### config.mk
export PLATFORM = sky130hd
export DESIGN_NAME = sorted_timer_event_queue
export DESIGN_NICKNAME = d
export VERILOG_FILES = /design/src/design/steq_pkg.sv /design/src/design/steq_ram.sv /design/src/design/sorted_timer_event_queue.sv
export VERILOG_INCLUDE_DIRS = /design/src /design/src/design
export SDC_FILE = /design/constraint.sdc
export NUM_CORES = 1
export LEC_CHECK = 0
export BUFFER_PORTS_ARGS = -buffer_cell sky130_fd_sc_hd__buf_2
export CORE_ASPECT_RATIO = 0.9
export CORE_MARGIN = 2
export CORE_UTILIZATION = 45
export CTS_BUF_LIST = sky130_fd_sc_hd__clkbuf_4 sky130_fd_sc_hd__clkbuf_8
export DETAILED_ROUTE_END_ITERATION = 12
export MAX_ROUTING_LAYER = met4
export PLACE_DENSITY = 0.62
export SLEW_MARGIN = 0
export SYNTH_ARGS = -nofsm -noshare
export SYNTH_HDL_FRONTEND = slang
export SYNTH_SLANG_ARGS = --single-unit
export TNS_END_PERCENT = 10
### constraint.sdc
create_clock -name clk -period 5.4 [get_ports clk]
set_input_delay 0.81 -clock clk [delete_from_list [all_inputs] [get_ports clk]]
set_output_delay 0.81 -clock clk [all_outputs]
set_load 0.1 [all_outputs]
### src/design/sorted_timer_event_queue_defines.svh
// Assertion macros shared by the timer event queue.
`ifndef SORTED_TIMER_EVENT_QUEUE_DEFINES_SVH
`define SORTED_TIMER_EVENT_QUEUE_DEFINES_SVH

// Implication checked on every clock edge outside reset.
`define STEQ_ASSERT_IMP(lbl, ante, cons, msg) \
  lbl: assert property (@(posedge clk) disable iff (!rst_n) (ante) |-> (cons)) \
    else $error(msg);

// Next-cycle implication checked on every clock edge outside reset.
`define STEQ_ASSERT_NXT(lbl, ante, cons, msg) \
  lbl: assert property (@(posedge clk) disable iff (!rst_n) (ante) |=> (cons)) \
    else $error(msg);

`endif

### src/design/steq_pkg.sv
`timescale 1ns / 1ps
// ----------------------------------------------------------------------------
// Timer event queue package
// Widths, entry record, opcodes, status codes and sequencer states.
// ----------------------------------------------------------------------------
package steq_pkg;

  localparam int QueueDepth = 16;
  localparam int TimeBits   = 32;
  localparam int OwnerBits  = 8;
  localparam int IdxBits    = $clog2(QueueDepth);
  localparam int CntBits    = $clog2(QueueDepth + 1);
  localparam int EntryBits  = TimeBits + 4 + 1 + OwnerBits + 1;

  typedef struct packed {
    logic [TimeBits-1:0]  expiry;
    logic [3:0]           etype;
    logic                 owned;
    logic [OwnerBits-1:0] owner;
    logic                 kind;
  } entry_t;

  typedef enum logic [2:0] {
    OP_SCHED  = 3'd0,
    OP_POPEXP = 3'd1,
    OP_POP    = 3'd2,
    OP_CANCEL = 3'd3,
    OP_QUERY  = 3'd4
  } op_t;

  typedef enum logic [2:0] {
    ST_OK       = 3'd0,
    ST_EMPTY    = 3'd1,
    ST_NOTDUE   = 3'd2,
    ST_FULL     = 3'd3,
    ST_BUSY     = 3'd4,
    ST_NOTFOUND = 3'd5
  } status_t;

  typedef enum logic [2:0] {
    S_IDLE,
    S_SCAN,
    S_SHIFT_UP,
    S_SHIFT_DN,
    S_DONE
  } state_t;

endpackage

### src/design/steq_ram.sv
`timescale 1ns / 1ps
// ----------------------------------------------------------------------------
// Generic RAM
// One write port and one read port with registered read data.
// ----------------------------------------------------------------------------
module steq_ram #(
  parameter int Width = 8,
  parameter int Depth = 16
) (
  input  logic                     clk,
  input  logic                     we,
  input  logic [$clog2(Depth)-1:0] waddr,
  input  logic [Width-1:0]         wdata,
  input  logic [$clog2(Depth)-1:0] raddr,
  output logic [Width-1:0]         rdata
);

  logic [Width-1:0] mem [Depth];

  always_ff @(posedge clk) begin
    if (we) begin
      mem[waddr] <= wdata;
    end
    rdata <= mem[raddr];
  end

endmodule

### src/design/sorted_timer_event_queue.sv
`timescale 1ns / 1ps
// ----------------------------------------------------------------------------
// Sorted timer event queue
// Up to QueueDepth timer events held in expiry order in one RAM.
// ----------------------------------------------------------------------------
// Usage: pulse start with an item on the in_ ports while busy is low. The
// block answers every item with exactly one result, marked by out_valid for
// a single cycle; the receiver cannot stall and need not.
// Entries sit in one RAM in ascending expiry order. The sequencer scans the
// queue one entry per cycle (the RAM read port sets the pace) to find the
// insert point or the owner's entry, then shifts entries, each by a read and
// a write, to open or close a gap. A query, an unused opcode or any item but
// a schedule that finds the queue empty is answered from the first scan step.
// Busy stays high until the result is registered. A schedule scans every
// entry and shifts those at and behind the insert point; a pop shifts the
// entries behind the head; a cancel shifts those behind the owner's entry.
// The worst case is a schedule to the head of 15 entries.
// cfg_we writes the retransmit type code at any edge; use it only while idle.
// Reset empties the queue and clears the register; the RAM is not cleared,
// since entries at or above the count are never used.
// ----------------------------------------------------------------------------
module sorted_timer_event_queue (
  input  logic        clk,
  input  logic        rst_n,
  input  logic        start,
  output logic        busy,
  input  logic [2:0]  in_opcode,
  input  logic [31:0] in_now_time,
  input  logic [31:0] in_delay,
  input  logic [3:0]  in_evt_code,
  input  logic        in_has_owner,
  input  logic [7:0]  in_owner_id,
  input  logic        in_slot_kind,
  input  logic        cfg_we,
  input  logic [3:0]  cfg_wdata,
  output logic        out_valid,
  output logic [2:0]  out_status,
  output logic [3:0]  out_evt_code,
  output logic        out_has_owner,
  output logic [7:0]  out_owner_id,
  output logic        out_slot_kind,
  output logic [31:0] out_wait_time,
  output logic        out_retransmit_cleared
);

  localparam int TB = steq_pkg::TimeBits;
  localparam int IB = steq_pkg::IdxBits;
  localparam int CB = steq_pkg::CntBits;

  steq_pkg::state_t state_r, state_nxt;
  logic [CB-1:0] count_r, count_nxt;
  logic [CB-1:0] idx_r, idx_nxt;
  logic [CB-1:0] pos_r, pos_nxt;
  logic          found_r, found_nxt;
  logic [3:0]    rtc_r;

  logic [2:0]          op_r;
  logic [TB-1:0]       now_r, exp_r;
  steq_pkg::entry_t    new_r;

  logic [2:0]  res_status_r, res_status_nxt;
  logic [3:0]  res_type_r, res_type_nxt;
  logic        res_owned_r, res_owned_nxt;
  logic [7:0]  res_owner_r, res_owner_nxt;
  logic        res_kind_r, res_kind_nxt;
  logic [31:0] res_wait_r, res_wait_nxt;
  logic        res_rtc_r, res_rtc_nxt;
  logic        valid_r, valid_nxt;

  logic                        we;
  logic [IB-1:0]               waddr, raddr;
  steq_pkg::entry_t            wdata, rdata;
  logic [steq_pkg::EntryBits-1:0] rdata_bits;
  logic                        rd_pend_r, rd_pend_nxt;

  logic [TB:0] sum;
  logic        accept;

  steq_ram #(.Width(steq_pkg::EntryBits), .Depth(steq_pkg::QueueDepth)) u_ram (
    .clk   (clk),
    .we    (we),
    .waddr (waddr),
    .wdata (wdata),
    .raddr (raddr),
    .rdata (rdata_bits)
  );
  assign rdata = steq_pkg::entry_t'(rdata_bits);

  assign accept = start && !busy;
  assign busy   = (state_r != steq_pkg::S_IDLE);
  assign sum    = {1'b0, in_now_time[TB-1:0]} + {1'b0, in_delay[TB-1:0]};

  always_ff @(posedge clk) begin
    if (!rst_n) begin
      rtc_r <= '0;
    end else if (cfg_we) begin
      rtc_r <= cfg_wdata;
    end
  end

  always_ff @(posedge clk) begin
    if (accept) begin
      op_r           <= in_opcode;
      now_r          <= in_now_time[TB-1:0];
      exp_r          <= sum[TB] ? '1 : sum[TB-1:0];
      new_r.expiry   <= sum[TB] ? '1 : sum[TB-1:0];
      new_r.etype    <= in_evt_code;
      new_r.owned    <= in_has_owner;
      new_r.owner    <= in_has_owner ? in_owner_id[steq_pkg::OwnerBits-1:0] : '0;
      new_r.kind     <= in_has_owner ? in_slot_kind : 1'b0;
    end
  end

  always_ff @(posedge clk) begin
    if (!rst_n) begin
      state_r   <= steq_pkg::S_IDLE;
      count_r   <= '0;
      valid_r   <= 1'b0;
      rd_pend_r <= 1'b0;
    end else begin
      state_r   <= state_nxt;
      count_r   <= count_nxt;
      valid_r   <= valid_nxt;
      rd_pend_r <= rd_pend_nxt;
    end
  end

  always_ff @(posedge clk) begin
    idx_r        <= idx_nxt;
    pos_r        <= pos_nxt;
    found_r      <= found_nxt;
    res_status_r <= res_status_nxt;
    res_type_r   <= res_type_nxt;
    res_owned_r  <= res_owned_nxt;
    res_owner_r  <= res_owner_nxt;
    res_kind_r   <= res_kind_nxt;
    res_wait_r   <= res_wait_nxt;
    res_rtc_r    <= res_rtc_nxt;
  end

  // Scan: address idx is issued, data arrives in the next cycle while rd_pend_r.
  // A read-ahead of one entry runs so a scan step need not wait for its data.
  always_comb begin
    logic [CB-1:0] cur;
    logic          hit;
    state_nxt      = state_r;
    count_nxt      = count_r;
    idx_nxt        = idx_r;
    pos_nxt        = pos_r;
    found_nxt      = found_r;
    res_status_nxt = res_status_r;
    res_type_nxt   = res_type_r;
    res_owned_nxt  = res_owned_r;
    res_owner_nxt  = res_owner_r;
    res_kind_nxt   = res_kind_r;
    res_wait_nxt   = res_wait_r;
    res_rtc_nxt    = res_rtc_r;
    valid_nxt      = 1'b0;
    rd_pend_nxt    = 1'b0;
    we             = 1'b0;
    waddr          = idx_r[IB-1:0];
    wdata          = rdata;
    raddr          = idx_r[IB-1:0];
    cur            = idx_r - CB'(1);
    hit            = 1'b0;
    case (state_r)
      steq_pkg::S_IDLE: begin
        if (accept) begin
          res_status_nxt = steq_pkg::ST_OK;
          res_type_nxt   = '0;
          res_owned_nxt  = 1'b0;
          res_owner_nxt  = '0;
          res_kind_nxt   = 1'b0;
          res_wait_nxt   = '0;
          res_rtc_nxt    = 1'b0;
          found_nxt      = 1'b0;
          idx_nxt        = CB'(1);
          pos_nxt        = '0;
          raddr          = '0;
          rd_pend_nxt    = 1'b1;
          state_nxt      = steq_pkg::S_SCAN;
        end
      end
      steq_pkg::S_SCAN: begin
        // idx_r - 1 is the entry whose data is on rdata.
        raddr       = idx_r[IB-1:0];
        rd_pend_nxt = 1'b1;
        idx_nxt     = idx_r + CB'(1);
        state_nxt   = steq_pkg::S_DONE;
        case (op_r)
          steq_pkg::OP_SCHED: begin
            if (cur < count_r) begin
              hit = rdata.owned && new_r.owned && rdata.owner == new_r.owner &&
                    rdata.kind == new_r.kind;
              if (hit) begin
                found_nxt = 1'b1;
              end
              if (!found_r && rdata.expiry < exp_r) begin
                pos_nxt = idx_r;
              end
              state_nxt = steq_pkg::S_SCAN;
            end else if (found_r) begin
              res_status_nxt = steq_pkg::ST_BUSY;
            end else if (count_r >= CB'(steq_pkg::QueueDepth)) begin
              res_status_nxt = steq_pkg::ST_FULL;
            end else begin
              idx_nxt     = count_r;
              rd_pend_nxt = 1'b0;
              state_nxt   = steq_pkg::S_SHIFT_UP;
            end
          end
          steq_pkg::OP_POPEXP, steq_pkg::OP_POP: begin
            if (count_r == '0) begin
              res_status_nxt = steq_pkg::ST_EMPTY;
            end else if (op_r == steq_pkg::OP_POPEXP && now_r < rdata.expiry) begin
              res_status_nxt = steq_pkg::ST_NOTDUE;
            end else begin
              res_type_nxt  = rdata.etype;
              res_owned_nxt = rdata.owned;
              res_owner_nxt = 8'(rdata.owner);
              res_kind_nxt  = rdata.kind;
              pos_nxt       = '0;
              idx_nxt       = CB'(1);
              raddr         = IB'(1);
              state_nxt     = steq_pkg::S_SHIFT_DN;
            end
          end
          steq_pkg::OP_CANCEL: begin
            hit = cur < count_r && rdata.owned && new_r.owned &&
                  rdata.owner == new_r.owner && rdata.kind == new_r.kind;
            if (hit) begin
              res_rtc_nxt = !new_r.kind && rdata.etype == rtc_r;
              pos_nxt     = cur;
              idx_nxt     = idx_r;
              raddr       = idx_r[IB-1:0];
              state_nxt   = steq_pkg::S_SHIFT_DN;
            end else if (cur + CB'(1) < count_r && new_r.owned) begin
              state_nxt = steq_pkg::S_SCAN;
            end else begin
              res_status_nxt = steq_pkg::ST_NOTFOUND;
            end
          end
          steq_pkg::OP_QUERY: begin
            if (count_r == '0) begin
              res_status_nxt = steq_pkg::ST_EMPTY;
            end else if (rdata.expiry > now_r) begin
              res_wait_nxt = 32'(rdata.expiry - now_r);
            end
          end
          default: begin
          end
        endcase
        if (state_nxt == steq_pkg::S_DONE) begin
          valid_nxt = 1'b1;
          state_nxt = steq_pkg::S_IDLE;
        end
      end
      steq_pkg::S_SHIFT_UP: begin
        // idx_r is the slot being filled; data of idx_r - 1 is read first.
        if (idx_r == pos_r) begin
          we        = 1'b1;
          waddr     = idx_r[IB-1:0];
          wdata     = new_r;
          count_nxt = count_r + CB'(1);
          valid_nxt = 1'b1;
          state_nxt = steq_pkg::S_IDLE;
        end else if (!rd_pend_r) begin
          raddr       = cur[IB-1:0];
          rd_pend_nxt = 1'b1;
        end else begin
          we      = 1'b1;
          waddr   = idx_r[IB-1:0];
          wdata   = rdata;
          idx_nxt = cur;
        end
      end
      steq_pkg::S_SHIFT_DN: begin
        // Move entry idx_r to idx_r - 1 until the tail.
        if (idx_r >= count_r) begin
          count_nxt = count_r - CB'(1);
          valid_nxt = 1'b1;
          state_nxt = steq_pkg::S_IDLE;
        end else if (!rd_pend_r) begin
          raddr       = idx_r[IB-1:0];
          rd_pend_nxt = 1'b1;
        end else begin
          we      = 1'b1;
          waddr   = cur[IB-1:0];
          wdata   = rdata;
          idx_nxt = idx_r + CB'(1);
        end
      end
      default: begin
        state_nxt = steq_pkg::S_IDLE;
      end
    endcase
  end

  assign out_valid              = valid_r;
  assign out_status             = res_status_r;
  assign out_evt_code           = res_type_r;
  assign out_has_owner          = res_owned_r;
  assign out_owner_id           = res_owner_r;
  assign out_slot_kind          = res_kind_r;
  assign out_wait_time          = res_wait_r;
  assign out_retransmit_cleared = res_rtc_r;

`include "sorted_timer_event_queue_defines.svh"

  `STEQ_ASSERT_NXT(a_one_result, accept, !out_valid, "result in the cycle after accept")
  `STEQ_ASSERT_IMP(a_count_max, 1'b1, count_r <= CB'(steq_pkg::QueueDepth), "count overflow")
  `STEQ_ASSERT_IMP(a_valid_idle, out_valid, !busy, "result while busy")
  `STEQ_ASSERT_IMP(a_rtc_ok, out_valid && out_retransmit_cleared,
                   out_status == steq_pkg::ST_OK, "retransmit flag with error status")

endmodule

==> results of run 1 <==
## synth_stat cells, drive strengths merged (12+ instances only)
library cell | number | share of area
a31oi | 13 | 0.0020
xnor2 | 43 | 0.0092
dfxtp | 60 | 0.029
o21ai | 132 | 0.016
nand3 | 296 | 0.036
o21a | 18 | 0.0033
inv | 90 | 0.0083
xor2 | 34 | 0.0073
nand4 | 13 | 0.0021
nor4 | 49 | 0.0077
a21oi | 260 | 0.032
buf | 79 | 0.010
mux2 | 16 | 0.0044
nor2b | 27 | 0.0041
ha | 114 | 0.035
nor3 | 38 | 0.0047
a211oi | 12 | 0.0023
a21o | 45 | 0.0083
and2 | 33 | 0.0051
nand2b | 20 | 0.0031
nand2 | 749 | 0.069
nor2 | 194 | 0.018
and3 | 15 | 0.0023
clkbuf | 95 | 0.0088
edfxtp | 878 | 0.64
## cells by family (layout without fill, tap and decap cells)
group           count (synthesis)  in the layout  synth area share
compound gates                559            559           0.08148
xor+xnor                       77             77           0.01650
fa+ha+maj                     117            117           0.03636
buf+inv                       264            631           0.02745
flops                         938            938            0.6743
mux                            21             21          0.005632
other cells                     1              1        0.00009173
simple gates                 1470           1470            0.1581
## where the power goes
group / total (mW) / leakage (nW) / internal, mW / switching (mW)
clock network: 6.26 / 1.65 / 3.40 / 2.85
logic: 1.97 / 7.40 / 0.626 / 1.34
registers: 8.43 / 8.51 / 8.30 / 0.128
total: 16.7 / 17.6 / 12.3 / 4.32
## path summary, 6_finish.rpt
check	startpoint	endpoint	slack, ns	cells past startpoint
worst min register to register	rtc_r[2]	rtc_r[2]	0.53	2
worst max-delay path	now_r[0]	u_ram.rdata[14]	0.89	14
worst min-delay path	in_evt_code[0]	new_r[10]	0.20	1
worst max register to register	now_r[0]	u_ram.rdata[14]	0.89	14
## cells in the final DEF, fill, tap and decap left out, types with 7 or more instances in the layout
master    instances
edfxtp_1        878
nand2_1         747
nand3_1         296
a21oi_1         259
nor2_1          176
clkbuf_8        168
buf_2           140
ha_1            114
o21ai_0          98
inv_1            90
buf_4            75
dfxtp_1          60
clkbuf_4         55
nor4_1           48
buf_12           48
a21o_1           45
xnor2_1          43
nor3_1           38
xor2_1           34
o21ai_1          33
and2_1           32
nor2b_1          27
clkinv_1         26
nand2b_1         19
o21a_1           18
nor2_4           18
mux2_2           16
and3_1           15
a31oi_1          12
nand4_1          12
clkinv_2         12
or3_1            11
a211oi_1         11
or2_2             9
a211o_1           7
## per-layer routing
metal / track usage / share of wire / up-vias
li1: - / - / 12980
met1: 0.3355 / 0.45 / 13560
met2: 0.3553 / 0.46 / 1001
met3: 0.03999 / 0.069 / 139
met4: 0.06280 / 0.019 / 0
met5: - / 0 / -
## cell type report
class,instances,area [um^2],area share
tap,1166,1459,0.03096
clock inverter,55,387.9,0.008230
multi-input combinational,2245,12430,0.2637
timing repair buffer,263,2225,0.04720
sequential,938,27570,0.5849
clock buffer,223,2725,0.05782
inverter,90,337.8,0.007168
## critical path: stages, from the launching register on
cell and delay, ns:
edfxtp_1 0.39, ha_1 0.24, fa_1 0.38, nor2b_1 0.22, o311a_1 0.20, o311ai_1 0.19, a211o_1 0.43, a211o_1 0.41
a211o_1 0.51, o211ai_4 0.17, buf_4 0.38, buf_4 0.30, a21oi_1 0.06, nor4_1 0.34, nand3_1 0.14
## sequential cells by signal (all words and copies together), names as in the netlist, 3 cells and up
signal and flops:
out_evt_code 4, new_r 46, op_r 3, rtc_r 4, out_owner_id 8, now_r 32, pos_r 5, out_wait_time 32
idx_r 5, out_status 3, state_r 3, u_ram.rdata 46, u_ram.mem 736, count_r 5
==> results.ini, run 1 <==
[pwr]
p_total_mw = 16.66
ir_worst_vdd_mv = 0.2150
power_density_nw_per_um2 = 353.4
p_leak_nw = 17.56

[worst_setup_path]
crit_type = reg -> reg
crit_required_ns = 6.05
crit_path_end_kind = flip-flop
cp.arrival_ns = 5.16
path_max_fanout = 19
cp-start-kind = flip-flop

[grt]
grt_max_degree = 122
antenna_found_initial = 2
grt_pass1_vias = 26400
grt_pass1_wl_um = 162700
grt.overflow.total = 0
grtUsageTotal = 0.2371

[detailed_routing]
vias = 27690
wl_per_cell_um = 21.79
vias_per_cell = 5.559
drt-initial-drc-count = 2982
dr.pass1.iters = 5
drt_wl_total_um = 108500
antenna_left = 0
drc_errors = 0

[synth]
yosysUniqueCellTypes = 78
yosysSeqAreaShare = 0.6743
synth_seq_cells = 938
avgSynthCellArea_um2 = 11.86
async_flop_share = 0
ys_warn_count = 0
syn_area_um2 = 40880
synth-edff-count = 878
ys.flop_type = edfxtp_1
synth_cells = 3447
syn_nets = 3653

[clocking]
cts_setup_buffers = 0
cts_resized = 0
postCtsHoldBufs = 0
cts_tree = done
cts-root-buf = clkbuf_8
clk_pin_slew_ns = 0.06
clk_latency_ns = 0.80
cts-htree-levels = 4
cts_buffer_depth = 3
numCtsBuffers = 151
cts_sinks = 938

[sta]
min_period_ns = 4.511
slew_headroom = 0.2225
fin_crit_sh = 0.8353
tns_ns = 0
finalHoldViolCount = 0
grt_setup_unrepaired = false
timing.fmax_ghz = 0.2217
setup_viol_count_final = 0
worstMarginPinSlew_ns = 1.158
finClkSkew_ns = 0.02967
report.final.slew_viol_count = 0
fin_ws_ns = 0.8894
hold_slack_ns = 0.1995

[finish]
final.fill_count = 7717
drive_gt1_frac = 0.1529
stdcell_count = 4980
final_core_util = 0.5249
fin_nets = 3895
design_area_um2 = 47130
synthToLayoutAreaGrowth_pct = 15.29
diodes = 0

[placed_design]
place.gp.congestion = 0.8825
place_area_um2 = 44010
place_worst_setup_slack_ns = 0.8682
dp.cells = 4702
hpwl_um = 65070
port_buffers = 140

[floorplanning]
num_rows = 104
io_pins = 141
die_area_um2 = 93270
die_h_um = 289.9
die_x_um = 321.7
core_um2 = 89790
start_util = 0.4553

[status]
outcome = finished, final reports clean

[worst_hold_path]
hp-class = in -> reg

[job]
drv_cap = 0

Power figures use the tool's default switching activity.
==> run 2: changes to the inputs <==
- PLACE_DENSITY: 0.62 -> 0.6
- clock period: 5.4 -> 4.6 ns (I/O delays scaled with it)
==> results.ini, run 2 (synthesis results as in run 1) <==
[sta]
fin_crit_sh = 0.9416  ; +0.1063
tns_ns = 0  ; unchanged
setup_viol_count_final = 0  ; unchanged
worstMarginPinSlew_ns = 0.9970  ; -0.1615 ns
grt_setup_unrepaired = false
finClkSkew_ns = 0.02776  ; -0.001905 ns
slew_headroom = 0.3354  ; +0.1128
finalHoldViolCount = 0  ; unchanged
min_period_ns = 4.332  ; -0.1790 ns
report.final.slew_viol_count = 0  ; unchanged
timing.fmax_ghz = 0.2309  ; +4.1%

[worst_setup_path]
cpPeakStageDelay_ns = 0.50  ; about the same
r2r_start = now_r[0]
crit_start = now_r[0]
crit_type = reg -> reg
cp_cell_sequence = ha_1 -> fa_1 -> nor2b_1 -> o311a_1 -> o311ai_1 -> a211o_1 -> a211o_1 -> a211o_1 -> o211ai_4 -> buf_12 -> a21oi_1 -> nor4_1 -> nand3_1
cp.arrival_ns = 4.98  ; -0.18 ns
crit_path_end_kind = flip-flop
path_max_fanout = 20  ; +1
cp_slowest_cell = a211o_1
cp-start-kind = flip-flop
path_common_cell = a211o_1
crit_required_ns = 5.25  ; -0.80 ns

[detailed_routing]
drt_wl_total_um = 110400  ; +1.7%
vias = 27880  ; +0.71%
drt-initial-drc-count = 2559  ; -14%
dr.pass1.iters = 5  ; unchanged
wl_per_cell_um = 22.15  ; +1.6%
vias_per_cell = 5.594  ; +0.63%
drc_errors = 0  ; unchanged
antenna_left = 0  ; unchanged

[clocking]
cts-htree-levels = 4  ; unchanged
cts_tree = done
cts-root-buf = clkbuf_8
cts_sinks = 938  ; unchanged
cts_resized = 0  ; unchanged
clk_pin_slew_ns = 0.07  ; about the same
cts_buffer_depth = 3  ; unchanged
clk_latency_ns = 0.81  ; about the same
cts_setup_buffers = 0  ; unchanged
postCtsHoldBufs = 0  ; unchanged
numCtsBuffers = 149  ; -1.3%

[pwr]
ir_worst_vdd_mv = 0.2522  ; +17%
p_leak_nw = 17.57  ; about the same
power_density_nw_per_um2 = 413.3  ; +17%

[floorplanning]
start_util = 0.4553  ; unchanged
die_h_um = 289.9  ; unchanged
die_area_um2 = 93270  ; unchanged
die_x_um = 321.7  ; unchanged
num_rows = 104  ; unchanged
io_pins = 141  ; unchanged
core_um2 = 89790  ; unchanged

[finish]
top_regs = u_ram.mem (736), new_r (46), u_ram.rdata (46)
final.fill_count = 7794  ; +1.0%
synthToLayoutAreaGrowth_pct = 15.26  ; about the same
fin_nets = 3907  ; +0.31%
regMostFlops = u_ram.mem
drive_gt1_frac = 0.1535  ; +0.0006658
largest_reg_flops = 736  ; unchanged
stdcell_count = 4984  ; +0.080%
layout.cells.most_common_list = 878 x edfxtp_1, 747 x nand2_1, 296 x nand3_1
layout_commonest_cell = edfxtp_1

[grt]
antenna_found_initial = 0  ; -2
grt.overflow.total = 0  ; unchanged
grtUsageTotal = 0.2428  ; +0.005750
grt_pass1_vias = 26820  ; +1.6%
grt_pass1_wl_um = 167000  ; +2.6%
grt_max_degree = 79  ; -35%

[status]
outcome = finished, final reports clean

[placed_design]
dp.cells = 4713  ; +0.23%
place.gp.congestion = 0.8631  ; -2.2%
hpwl_um = 65080  ; about the same
port_buffers = 140  ; unchanged

[worst_hold_path]
hp-class = in -> reg
min_from = in_opcode[2]

[job]
drv_cap = 0  ; unchanged

==> run 2: routing by layer <==
layer,part of all wire,up-vias,track usage
met2,0.47,941,0.3764
met5,0,-,-
met4,0.018,0,0.05892
li1,-,12970,-
met1,0.45,13810,0.3365
met3,0.063,164,0.03839
==> run 2: worst paths after layout <==
path              slack (ns)  cells past startpoint               to
setup reg to reg        0.27                     13  u_ram.rdata[15]
hold / removal          0.07                      1          op_r[2]
setup / recovery        0.27                     13  u_ram.rdata[15]
hold reg to reg         0.54                      2         rtc_r[1]
==> run 2: critical path, delay by kind of cell, from the launching register on <==
kind | cells | cell delay [ns]
AO/OA/AOI/OAI | 7 | 2.13
adder cells (fa/ha/maj) | 2 | 0.62
buffers and inverters | 1 | 0.27
flip-flops | 1 | 0.39
AND/OR/NAND/NOR | 3 | 0.72
==> run 2: through the flow <==
stage / power [mW] / hold WS, ns / instance area [um^2] / util / setup slack (ns)
after floorplan: 11.54 / 0.5030 / 40880 / - / -0.5228
after global placement: 12.40 / 0.5300 / 44100 / 0.4911 / 0.3376
after detailed placement: 12.41 / 0.5303 / 44100 / 0.4911 / 0.2749
after CTS: 19.58 / 0.002608 / 47080 / 0.5243 / 0.2699
after global routing: 20.19 / 0.02186 / 47110 / 0.5247 / 0.01522
final: 19.47 / 0.07122 / 47120 / 0.5248 / 0.2685
==> run 2: cell type report <==
type	count	area, um^2	area share
Sequential cell	938	27570	0.5851
Clock buffer	220	2665	0.05656
Timing Repair Buffer	277	2342	0.04971
Inverter	90	337.8	0.007170
Clock inverter	47	316.6	0.006719
Tap cell	1166	1459	0.03096
Multi-Input combinational cell	2245	12430	0.2637
Antenna cell	1	2.502	0.00005311
==> run 2: where the power goes <==
group	switching [mW]	internal, mW	leakage, nW
clock	3.33	3.88	1.57
combinational	1.59	0.778	7.49
sequential	0.148	9.74	8.51
